<file path="src/rtl/core/srb_pkg.sv">
package srb_pkg;

   localparam int RING_DEPTH_DEFAULT = 4096;
   localparam int MAX_POP_DEFAULT    = 64;

   localparam int SAMPLE_W  = 16;
   localparam int CHAN_W    = 4;
   localparam int CEIL_W    = 13;
   localparam int LEVEL_W   = 13;
   localparam int POP_MAX_W = 7;
   localparam int OP_W      = 2;
   localparam int CSR_ADDR_W = 3;
   localparam int CSR_DATA_W = 32;

   localparam int AUDIO_HZ = 48000;
   localparam logic [CEIL_W-1:0] CEILING_RESET = CEIL_W'(AUDIO_HZ * 6 / 100);
   localparam logic [CHAN_W-1:0] CHANNELS_RESET = CHAN_W'(2);

   localparam logic [OP_W-1:0] OP_PUSH  = 2'd0;
   localparam logic [OP_W-1:0] OP_POP   = 2'd1;
   localparam logic [OP_W-1:0] OP_FLUSH = 2'd2;

   localparam logic REG_CHANNEL_COUNT   = 1'b0;
   localparam logic REG_LATENCY_CEILING = 1'b1;

   typedef struct packed {
      logic [OP_W-1:0]             op;
      logic signed [SAMPLE_W-1:0]  sample_ch0;
      logic signed [SAMPLE_W-1:0]  sample_ch1;
      logic                        end_of_packet;
      logic [POP_MAX_W-1:0]        pop_max;
   } req_type;

   typedef struct packed {
      logic signed [SAMPLE_W-1:0]  left;
      logic signed [SAMPLE_W-1:0]  right;
      logic                        frame_valid;
      logic                        last;
      logic [LEVEL_W-1:0]          level;
   } rsp_type;

   typedef struct packed {
      logic push;
      logic flush;
      logic pop_start;
      logic read;
      logic load_frame;
      logic load_empty;
   } cmd_type;

   typedef struct packed {
      logic pop_none;
      logic count_zero;
      logic out_free;
   } status_type;

endpackage

</file>
<file path="src/rtl/core/srb_csr.sv">
module srb_csr (
   input  logic                              clock,
   input  logic                              reset,
   input  logic                              csr_psel,
   input  logic                              csr_penable,
   input  logic                              csr_pwrite,
   input  logic [srb_pkg::CSR_ADDR_W-1:0]    csr_paddr,
   input  logic [srb_pkg::CSR_DATA_W-1:0]    csr_pwdata,
   output logic [srb_pkg::CSR_DATA_W-1:0]    csr_prdata,
   output logic                              csr_pready,
   output logic [srb_pkg::CHAN_W-1:0]        channel_count,
   output logic [srb_pkg::CEIL_W-1:0]        latency_ceiling
);

   logic [srb_pkg::CHAN_W-1:0] channel_count_ff, channel_count_in;
   logic [srb_pkg::CEIL_W-1:0] latency_ceiling_ff, latency_ceiling_in;
   logic                       write_en;
   logic                       reg_index;

   assign write_en   = csr_psel && csr_penable && csr_pwrite;
   assign reg_index  = csr_paddr[2];
   assign csr_pready = 1'b1;

   always_comb begin
      channel_count_in   = channel_count_ff;
      latency_ceiling_in = latency_ceiling_ff;
      if (write_en) begin
         case (reg_index)
            srb_pkg::REG_CHANNEL_COUNT: begin
               channel_count_in = csr_pwdata[srb_pkg::CHAN_W-1:0];
            end
            srb_pkg::REG_LATENCY_CEILING: begin
               latency_ceiling_in = csr_pwdata[srb_pkg::CEIL_W-1:0];
            end
            default: begin
               channel_count_in = channel_count_ff;
            end
         endcase
      end
   end

   always_comb begin
      case (reg_index)
         srb_pkg::REG_CHANNEL_COUNT: begin
            csr_prdata = srb_pkg::CSR_DATA_W'(channel_count_ff);
         end
         srb_pkg::REG_LATENCY_CEILING: begin
            csr_prdata = srb_pkg::CSR_DATA_W'(latency_ceiling_ff);
         end
         default: begin
            csr_prdata = '0;
         end
      endcase
   end

   always_ff @(posedge clock) begin
      if (reset) begin
         channel_count_ff   <= srb_pkg::CHANNELS_RESET;
         latency_ceiling_ff <= srb_pkg::CEILING_RESET;
      end else begin
         channel_count_ff   <= channel_count_in;
         latency_ceiling_ff <= latency_ceiling_in;
      end
   end

   assign channel_count   = channel_count_ff;
   assign latency_ceiling = latency_ceiling_ff;

endmodule

</file>
<file path="config.mk">
export PLATFORM = sky130hd
export DESIGN_NAME = srb_csr
export DESIGN_NICKNAME = d
export VERILOG_FILES = /design/src/rtl/core/srb_pkg.sv /design/src/rtl/core/srb_csr.sv
export SDC_FILE = /design/constraint.sdc
export NUM_CORES = 1
export LEC_CHECK = 0
export ABC_AREA = 1
export BUFFER_PORTS_ARGS = -buffer_cell sky130_fd_sc_hd__buf_4
export CAP_MARGIN = 5
export CORE_MARGIN = 2
export CORE_UTILIZATION = 37
export DETAILED_ROUTE_END_ITERATION = 16
export PLACE_DENSITY_LB_ADDON = 0.05
export SYNTH_ARGS = -nofsm -noshare
export SYNTH_HDL_FRONTEND = slang
export SYNTH_SLANG_ARGS = --single-unit
</file>
<file path="constraint.sdc">
create_clock -name clock -period 0.9 [get_ports clock]
set_clock_uncertainty 0.1 [all_clocks]
set_input_delay 0.18 -clock clock [delete_from_list [all_inputs] [get_ports clock]]
set_output_delay 0.18 -clock clock [all_outputs]
set_load 0.01 [all_outputs]
</file>
# Yosys cells after proc, flatten, opt, wreduce, memory -nomap -nowiden
# Index checks and enable logic that the tools add are counted.
[op_classes]
muxes = 1
bitwise_logic = 1
n_reduce_logical = 4
[ops]
columns = ["cell", "n"]
rows = [
  ["one-hot mux 32 bit (2 select lines)", 1],
  ["AND reduction 2 bit", 2],
  ["logical AND 1 bit", 2],
  ["inverter 1 bit", 1],
]
[totals]
ff_bits = 17
out_inout_bits = 50
elab_cells = 8

# Depth between registers and ports, before layout
[logic_depth]
depth_word = 3
depth_mapped = 6

# Worst setup path before layout
# No wires, ideal clock.
[synth_timing]
path_type = "input port to output port"
startpoint = "input port csr_paddr[2] in the netlist's numbering"
endpoint = "output port csr_prdata[3] in the netlist's numbering"
t_arrival_ns = 0.619
required_time_ns = 0.620
setup_slack_ns = 0.001
stages = 4
path_buffers = 2
cell_sequence = "buf_6 buf_2 nand2_1 nand2_1"
[synth_between]
elab_chain_len = 2
[synth_rtl]
columns = ["item", "line", "source"]
rows = [
  ["from (decl)", "srb_csr.sv:7", "input logic [srb_pkg::CSR_ADDR_W-1:0] csr_paddr,"],
  ["inverter 1 bit (no source line)", "n/a", ""],
  ["one-hot mux 32 bit (2 select lines) (*)", "srb_csr.sv:43", "case (reg_index)"],
  ["to (decl)", "srb_csr.sv:9", "output logic [srb_pkg::CSR_DATA_W-1:0] csr_prdata,"],
]
# Every way passes the cells marked *; elsewhere a longest branch is shown, timed or not. The select of a mux whose other input is x is not followed.

# Worst setup path in the final report
[layout_timing]
startpoint = "register channel_count_ff, in the netlist channel_count[2]"
endpoint = "output port csr_prdata[2] in the netlist's numbering"
[layout_between]
elab_chain_len = 1
[layout_rtl]
columns = ["item", "line", "source"]
rows = [
  ["from (decl)", "srb_csr.sv:15", "logic [srb_pkg::CHAN_W-1:0] channel_count_ff, channel_count_in;"],
  ["from (signal assigned)", "srb_csr.sv:58", "channel_count_ff <= srb_pkg::CHANNELS_RESET;"],
  ["from (signal assigned)", "srb_csr.sv:61", "channel_count_ff <= channel_count_in;"],
  ["one-hot mux 32 bit (2 select lines)", "srb_csr.sv:43", ""],
]
# Every way passes these cells. The select of a mux whose other input is x is not followed.

==> flow_summary.ini <==
[status]
status = finished, violations left
violations = setup timing

[power]
finalPower_mw = 1.65
leakagePower_nw = 0.899
vdd_drop_max_mv = 0.671
power.density_nw_per_um2 = 1030

[global_route]
grt_pass1_wl_um = 3880
grt_max_degree = 18
antenna_found_initial = 0
grt_pass1_vias = 919
grt_usage = 0.149
globalRouteOverflowTotal = 0

[synthesis]
yosys.area.top_type = dfxtp_1
ys_warn_count = 0
synthDistinctLibCells = 16
synth_top_area_frac = 0.337
synth.avg_cell_area_sq_um = 6.46
synth_seq_area_share = 0.337
ys_seq_elements = 17
synthTopCellsByArea = dfxtp_1, nand2_1, buf_4
synth_area_sq_um = 1010
syn-instance-count = 156

[routing]
wire_per_inst_um = 9.72
drc = 0
ant_nets = 0
dr_total_vias = 1038
via_per_inst = 4.24
drt_pre_antenna_iters = 4
drt-total-wl_um = 2380
drt_iter0_drc = 18

[placement]
pre_cts_ws_ps = -177
dpl_cell_area_sq_um = 1340
dp_hpwl_um = 1680
portBuffers = 48
gp_congestion = 0.729

[timing]
period_share = 1.29
finalHoldViolations = 0
setup_tns_ps = -5860
fin_ws_ps = -262
maxSlewViolCount = 0
max_freq_ghz = 0.861
finalSetupViolations = 30
min_period_ps = 1160
rsz0062_at_grt = yes

[clock_network]
htreeDepth = 1
clock_sinks = 17
clk_path_buf_depth = 2
cts-hold-fix-buffers = 0
cts-root-buf = clkbuf_4
clk_pin_slew_ps = 100
clk_latency_ps = 280
cts_buffers = 3
cts_tree = done

[critical_path]
crit_family = flip-flops
worstPathMaxFanout = 3
path_buf_inv = 1
worstPathArrival_ps = 880
worstSetupPathType = register to output pin
start_kind = register
worst_setup_path_end_kind = output pin
worstPathCellList = nand2_1 > nand2_2 > buf_6
max_stage_delay_ps = 360
required_ps = 620
cp_slowest_cell = dfxtp_2

[die]
core_sq_um = 2520
dieArea_sq_um = 3160
die_x_um = 56.2
ios = 90
initial_utilization = 0.400
die_height_um = 56.2
rows = 18

[finish]
layout_common_cells = nand2_1, buf_6, buf_4
final_cell_area_sq_um = 1600
final_core_util = 0.634
fill_cells = 244
areaGrowthSynthToFinish_pct = 58.7
fin_nets = 256
regArea_sq_um = 362
drive_gt1_frac = 0.451
multi_input_area_sq_um = 475
diodes = 0
final_common_cell = nand2_1

[hold_path]
hold_path_class = input port to register

[run]
maxCapViolCount = 0
-- synth_stat cells --
cell type,n
nand2_1,44
o21ai_0,1
conb_1,2
inv_1,19
clkinv_1,1
nand3_2,1
buf_1,1
nor2_8,1
dfxtp_1,17
buf_2,2
inv_4,1
buf_4,21
buf_6,2
nor2_1,25
nand3_1,17
nor2_2,1
-- final cells by class --
type	count	area share
Clock buffer	4	0.0164
Tap cell	30	0.0235
Sequential cell	17	0.226
Inverter	21	0.0508
Multi-Input combinational cell	110	0.297
Timing Repair Buffer	63	0.386
-- routing by layer --
layer | share of wire | vias to the layer above | track usage
li1 | - | 540 | -
met1 | 0.40 | 455 | 0.179
met2 | 0.51 | 41 | 0.264
met3 | 0.083 | 2 | 0.0326
met4 | 0.0059 | 0 | 0.0408
met5 | 0 | - | 0
-- power by group --
part | switching (mW) | total (mW) | internal [mW] | leakage [nW]
clock network | 0.223 | 0.395 | 0.172 | 0.0150
logic | 0.216 | 0.444 | 0.229 | 0.742
registers | 0.0241 | 0.808 | 0.784 | 0.142
-- final timing paths --
kind	cells past startpoint	slack (ps)	from	endpoint
setup / recovery	3	-260	channel_count[2]	csr_prdata[2]
setup reg to reg	3	100	channel_count[3]	channel_count[3]
hold reg to reg	2	390	latency_ceiling[8]	latency_ceiling[8]
hold / removal	3	6	csr_pwdata[6]	latency_ceiling[6]
-- worst min-delay path, stage by stage --
cell and delay, ps:
buf_4 80, nand2_1 40, nand3_1 60
-- sequential cells by signal (all words and copies together) (netlist names) --
| name | flops |
|---|---|
| latency_ceiling | 13 |
| channel_count | 4 |
-- logic make-up (layout without fill, tap and decap cells) --
kind of cell / Yosys count / count (layout) / share of synthesized area
simple gates: 89 / 89 / 0.377
buf+inv: 47 / 88 / 0.273
flops: 17 / 17 / 0.337
other cells: 2 / 20 / 0.00745
compound gates: 1 / 1 / 0.00496
-- repair_timing --
action                                  CTS  global route
pin swaps                                 0             4
buffers inserted                          2             8
gates resized for setup                  38            21
endpoints found under the setup margin   30            30
-- through the flow --
step                instances  hold WS (ps)
finish                    245          6.08
global route              245          12.2
global placement          231           298
CTS                       237          4.14
floorplan                 174           206
detailed placement        231           302
No activity file was read; power rests on OpenSTA's default activity.
