===== src/rtl/core/srb_pkg.sv =====
package srb_pkg;

   localparam int RING_DEPTH_DEFAULT = 4096;
   localparam int MAX_POP_DEFAULT    = 64;

   localparam int SAMPLE_W  = 16;
   localparam int CHAN_W    = 4;
   localparam int CEIL_W    = 13;
   localparam int LEVEL_W   = 13;
   localparam int POP_MAX_W = 7;
   localparam int OP_W      = 2;
   localparam int CSR_ADDR_W = 3;
   localparam int CSR_DATA_W = 32;

   localparam int AUDIO_HZ = 48000;
   localparam logic [CEIL_W-1:0] CEILING_RESET = CEIL_W'(AUDIO_HZ * 6 / 100);
   localparam logic [CHAN_W-1:0] CHANNELS_RESET = CHAN_W'(2);

   localparam logic [OP_W-1:0] OP_PUSH  = 2'd0;
   localparam logic [OP_W-1:0] OP_POP   = 2'd1;
   localparam logic [OP_W-1:0] OP_FLUSH = 2'd2;

   localparam logic REG_CHANNEL_COUNT   = 1'b0;
   localparam logic REG_LATENCY_CEILING = 1'b1;

   typedef struct packed {
      logic [OP_W-1:0]             op;
      logic signed [SAMPLE_W-1:0]  sample_ch0;
      logic signed [SAMPLE_W-1:0]  sample_ch1;
      logic                        end_of_packet;
      logic [POP_MAX_W-1:0]        pop_max;
   } req_type;

   typedef struct packed {
      logic signed [SAMPLE_W-1:0]  left;
      logic signed [SAMPLE_W-1:0]  right;
      logic                        frame_valid;
      logic                        last;
      logic [LEVEL_W-1:0]          level;
   } rsp_type;

   typedef struct packed {
      logic push;
      logic flush;
      logic pop_start;
      logic read;
      logic load_frame;
      logic load_empty;
   } cmd_type;

   typedef struct packed {
      logic pop_none;
      logic count_zero;
      logic out_free;
   } status_type;

endpackage


===== src/rtl/core/srb_ctrl.sv =====
module srb_ctrl (
   input  logic                       clock,
   input  logic                       reset,
   input  logic                       req_valid,
   input  logic [srb_pkg::OP_W-1:0]   req_op,
   output logic                       req_stall,
   input  srb_pkg::status_type        status,
   output srb_pkg::cmd_type           cmd
);

   typedef enum logic [3:0] {
      S_IDLE  = 4'b0001,
      S_READ  = 4'b0010,
      S_LOAD  = 4'b0100,
      S_EMPTY = 4'b1000
   } state_type;

   state_type state_ff, state_in;

   assign req_stall = (state_ff != S_IDLE);

   always_comb begin
      state_in = state_ff;
      cmd      = '0;
      case (state_ff)
         S_IDLE: begin
            if (req_valid) begin
               case (req_op)
                  srb_pkg::OP_PUSH: begin
                     cmd.push = 1'b1;
                  end
                  srb_pkg::OP_POP: begin
                     cmd.pop_start = 1'b1;
                     state_in = status.pop_none ? S_EMPTY : S_READ;
                  end
                  srb_pkg::OP_FLUSH: begin
                     cmd.flush = 1'b1;
                  end
                  default: begin
                     state_in = S_IDLE;
                  end
               endcase
            end
         end
         S_READ: begin
            cmd.read = 1'b1;
            state_in = S_LOAD;
         end
         S_LOAD: begin
            if (status.out_free) begin
               cmd.load_frame = 1'b1;
               state_in = status.count_zero ? S_IDLE : S_READ;
            end
         end
         S_EMPTY: begin
            if (status.out_free) begin
               cmd.load_empty = 1'b1;
               state_in = S_IDLE;
            end
         end
         default: begin
            state_in = S_IDLE;
         end
      endcase
   end

   always_ff @(posedge clock) begin
      if (reset) begin
         state_ff <= S_IDLE;
      end else begin
         state_ff <= state_in;
      end
   end

endmodule


===== config.mk =====
export PLATFORM = sky130hd
export DESIGN_NAME = srb_ctrl
export DESIGN_NICKNAME = d
export VERILOG_FILES = /design/src/rtl/core/srb_pkg.sv /design/src/rtl/core/srb_ctrl.sv
export SDC_FILE = /design/constraint.sdc
export NUM_CORES = 1
export LEC_CHECK = 0
export ABC_AREA = 0
export BUFFER_PORTS_ARGS = -buffer_cell sky130_fd_sc_hd__buf_2
export CAP_MARGIN = 10
export CORE_AREA = 2 2 39 41
export CTS_CLUSTER_DIAMETER = 80
export DETAILED_ROUTE_END_ITERATION = 8
export DIE_AREA = 0 0 41 43
export GPL_ROUTABILITY_DRIVEN = 1
export PLACE_DENSITY = 0.43
export SYNTH_ARGS = -nofsm -noshare
export SYNTH_HDL_FRONTEND = slang
export SYNTH_SLANG_ARGS = --single-unit

===== constraint.sdc =====
create_clock -name clock -period 3.1 [get_ports clock]
set_clock_uncertainty 0.05 [all_clocks]
set_input_delay 0.155 -clock clock [delete_from_list [all_inputs] [get_ports clock]]
set_output_delay 0.155 -clock clock [all_outputs]
set_load 0.01 [all_outputs]

* After elaboration in Yosys (flattened, before gate mapping)
Index checks and enable logic that the tools add are counted.
** Word-level totals
- Flip-flop bits (word level) :: 4
- Output and inout port bits :: 7
- Bits of input ports :: 8
** Operators by class
- Mux-type cells :: 16
- Reduce and logical (&&, ||, !) cells :: 3
- Equality and inequality tests :: 11
** Operators with widths (number)
- $mux W4 :: 4
- $pmux W4 S4 :: 1
- $ne A2 B2 Y1 const B :: 4
- $pmux W4 S2 :: 1
- $mux W1 :: 7
- $mux W3 :: 2
- $eq A4 B1 Y1 const B :: 1
- $eq A4 B2 Y1 const B :: 1
- $eq A4 B3 Y1 const B :: 1
- $eq A4 B4 Y1 const B :: 1
- $ne A4 B1 Y1 const B :: 1
- $reduce_and A4 Y1 :: 1
- $eq A2 B1 Y1 const B :: 1
- $eq A2 B2 Y1 const B :: 1
- $logic_not A2 Y1 :: 1
- $mux W2 :: 1
- $reduce_or A2 Y1 :: 1

* Logic depth before layout (Yosys ltp)
- Depth after elaboration :: 5
- Depth in mapped cells :: 4

* Least setup slack after synthesis
OpenSTA, ideal clock, no wires.
- Kind :: register to output
- Start point :: register state_ff[2]
- End point :: output cmd[5] in the netlist's numbering
- Data arrival time :: 1304 ps
- Path slack :: 1591 ps
- Required time :: 2895 ps
- Cell stages (with the launch flop) :: 4
- Path buffers :: 0
- Cells stage by stage :: dfxtp_1 -> nor4b_4 -> inv_2 -> nor4b_1
** RTL lines
- start, declared :: line srb_ctrl.sv:18 : state_type state_ff, state_in;
- start signal, assigned :: line srb_ctrl.sv:71 : state_ff <= state_in;
- end, declared :: line srb_ctrl.sv:8 : output srb_pkg::cmd_type cmd

==> impl_metrics.py <==
metrics = {
    "timing": {
        "min_period_ns": 1.85,
        "rsz0062_at_grt": "false",
        "tns_ns": 0,
        "worst_slew_pin_slew_ns": 0.534,
        "drv_slew": 0,
        "hold_viol_final": 0,
        "maxClockFrequency_ghz": 0.541,
        "setup_viol": 0,
        "timing.final.crit_share_pct": 59.6,
        "setup_slack_ns": 1.25,
        "relSlewSlack_pct": 63.9,
    },
    "grt": {
        "grt_use_met2_pct": 14.4,
        "grt_pass1_vias": 308,
        "met3_usage_pct": 1.57,
        "antenna_found_initial": 0,
        "grt_use_total_pct": 10.5,
        "grt_use_met1_pct": 11.9,
        "grt_pass1_wl_um": 1210,
        "grt_overflow": 0,
        "grt_max_degree": 8,
        "top_usage_layer": "met2",
    },
    "synth": {
        "synth_cells": 32,
        "yosysTopAreaCellShare_pct": 26.2,
        "synth_area_sq_um": 305,
        "syn_avg_cell_area_sq_um": 9.54,
        "synth_cell_type_count": 24,
        "synth_seq_cells": 4,
        "synth_ff_type": "dfxtp_1",
        "ys_seq_area_share_pct": 26.2,
        "synth_most_common_cell": "dfxtp_1",
        "synth-edff-count": 0,
        "ys_warn_count": 0,
        "synth.area.top_cells": "dfxtp_1 26%, nor4b_4 7.8%, and4b_1 6.6%",
        "yosysTopAreaCell": "dfxtp_1",
        "syn_nets": 40,
        "async_flop_share_pct": 0,
    },
    "detailed_routing": {
        "vias": 316,
        "routed_via_density": 4.86,
        "drt-wirelength-per-cell_um": 11.1,
        "wirelength_um": 720,
        "ant_nets": 0,
        "drtPass1Iterations": 4,
        "initialDrtViolationCount": 4,
        "drc": 0,
    },
    "final_layout": {
        "largest_register_ffs": 4,
        "n_fill_cell": 152,
        "drive_above_1_share_pct": 42.9,
        "syn_to_final_growth_pct": 36.9,
        "final_nets": 59,
        "largestRegisters": "state_ff: 4 flops",
        "regMostFlops": "state_ff",
        "insertedDiodeCount": 0,
    },
    "clocking": {
        "clockBufferDepth": 2,
        "numCtsBuffers": 3,
        "post_cts_resized": 0,
        "cts_max_level": 1,
        "cts_root_buffer": "clkbuf_4",
        "insertion_delay_ns": 0.23,
        "cts_tree": "built",
        "cts.hold.buffers_added": 0,
        "postCtsSetupBuffers": 0,
        "clock_sinks": 4,
        "clk_pin_slew_worst_paths_ns": 0.04,
    },
    "placement": {
        "numPortBuffers": 14,
        "gp_congestion": 0.606,
        "dp_hpwl_um": 590,
        "pre_cts_ws_ns": 1.47,
    },
    "worst_hold_path": {
        "hold_depth": 3,
        "hold_path_class": "primary input to flip-flop",
        "min-delay-start": "reset",
        "hold_path_end": "state_ff[0]",
    },
    "power_and_ir_drop": {
        "power.total_w": 0.000142,
        "p_leak_nw": 0.185,
        "ir_drop_mv": 0.0988,
        "power_density_mw_per_mm2": 339,
    },
    "floorplan": {
        "fp.dieH_um": 43,
        "initial_core_util_pct": 22.1,
        "ioPinCount": 15,
        "die_w_um": 41,
        "coreArea_sq_mm": 0.00138,
        "die_area_sq_mm": 0.00176,
        "rows": 14,
    },
    "worst_setup_path": {
        "worstSetupEndpointType": "output pin",
        "r2r-end": "state_ff[0]",
        "critPathKind": "flip-flop to output pin",
        "crit_path_start_kind": "flip-flop",
        "arrival_ns": 1.64,
        "r2r-start": "state_ff[1]",
        "worstPathMaxFanout": 6,
        "r2r_slack_ns": 1.68,
        "critical_path_required_ns": 2.89,
        "reg2reg_depth": 4,
    },
    "job": {
        "cap_violations": 0,
    },
    "outcome": {
        "status": "finished clean",
    },
}
[stage by stage]
step / cells / utilization [%] / cell area [sq um] / hold slack, ns
floorplan: 32 / - / 305 / 0.210
global placement: 62 / 28.6 / 395 / 0.383
detailed placement: 62 / 28.6 / 395 / 0.375
CTS: 65 / 30.2 / 418 / 0.127
global route: 65 / 30.2 / 418 / 0.167
finish: 65 / 30.2 / 418 / 0.133
[routing by layer]
layer | vias up | part of all wire [%]
met1 | 142 | 44
met4 | 0 | 1.9
met5 | - | 0
li1 | 161 | -
met3 | 2 | 4.9
met2 | 11 | 49
[cell type report]
cell class | count | area, sq um | share of cell area (%)
Multi-Input combinational cell | 27 | 221 | 53.0
Sequential cell | 4 | 80.1 | 19.2
Timing Repair Buffer | 14 | 70.1 | 16.8
Clock buffer | 3 | 22.5 | 5.39
Tap cell | 16 | 20.0 | 4.79
Inverter | 1 | 3.75 | 0.898
[critical path: stages, from the launching register on]
cell     delay (ns)
dfxtp_1        0.36
nor4b_4        0.40
inv_2          0.10
nor3b_1        0.26
and2_1         0.16
buf_2          0.12
[cell usage in the layout, fill, tap and decap left out]
cell,count
dfxtp_1,4
a21oi_1,1
nand4b_1,1
o221a_2,1
nor2b_1,1
or2b_1,2
nor4bb_1,1
and2_1,1
nor4b_4,1
buf_2,14
nor3b_1,1
mux2i_1,1
xnor2_1,1
and4b_1,2
or3_1,1
nor4b_2,1
inv_2,1
nor2_1,2
nand2_1,2
o21ai_0,1
a2bb2oi_1,1
nand2b_1,1
nor4_1,1
clkbuf_4,3
o41ai_1,1
nor4b_1,2
[cells by family after synthesis]
kind of cell / count (synthesis) / synth area share (%)
simple gates: 20 / 53.7
compound gates: 5 / 12.7
flops: 4 / 26.2
xor+xnor: 1 / 2.87
mux: 1 / 3.28
buf+inv: 1 / 1.23
[where the power goes]
part           leakage, nW  switching (W)  internal (W)
Combinational        0.139      0.0000115     0.0000118
Clock               0.0138      0.0000211     0.0000433
Sequential          0.0324     0.00000142     0.0000526
Total                0.185      0.0000340      0.000108
[how the worst max path moves through the flow]
stage	slack, ns	start	to	cells past startpoint
floorplan	1.59	state_ff[2]	cmd[5]	3
global placement	1.46	state_ff[1]	cmd[3]	5
detailed placement	1.47	state_ff[2]	cmd[3]	5
CTS	1.21	state_ff[2]	cmd[3]	5
global route	1.07	state_ff[2]	cmd[3]	5
finish	1.25	state_ff[1]	cmd[3]	5
(Power assumes the default switching activity.)
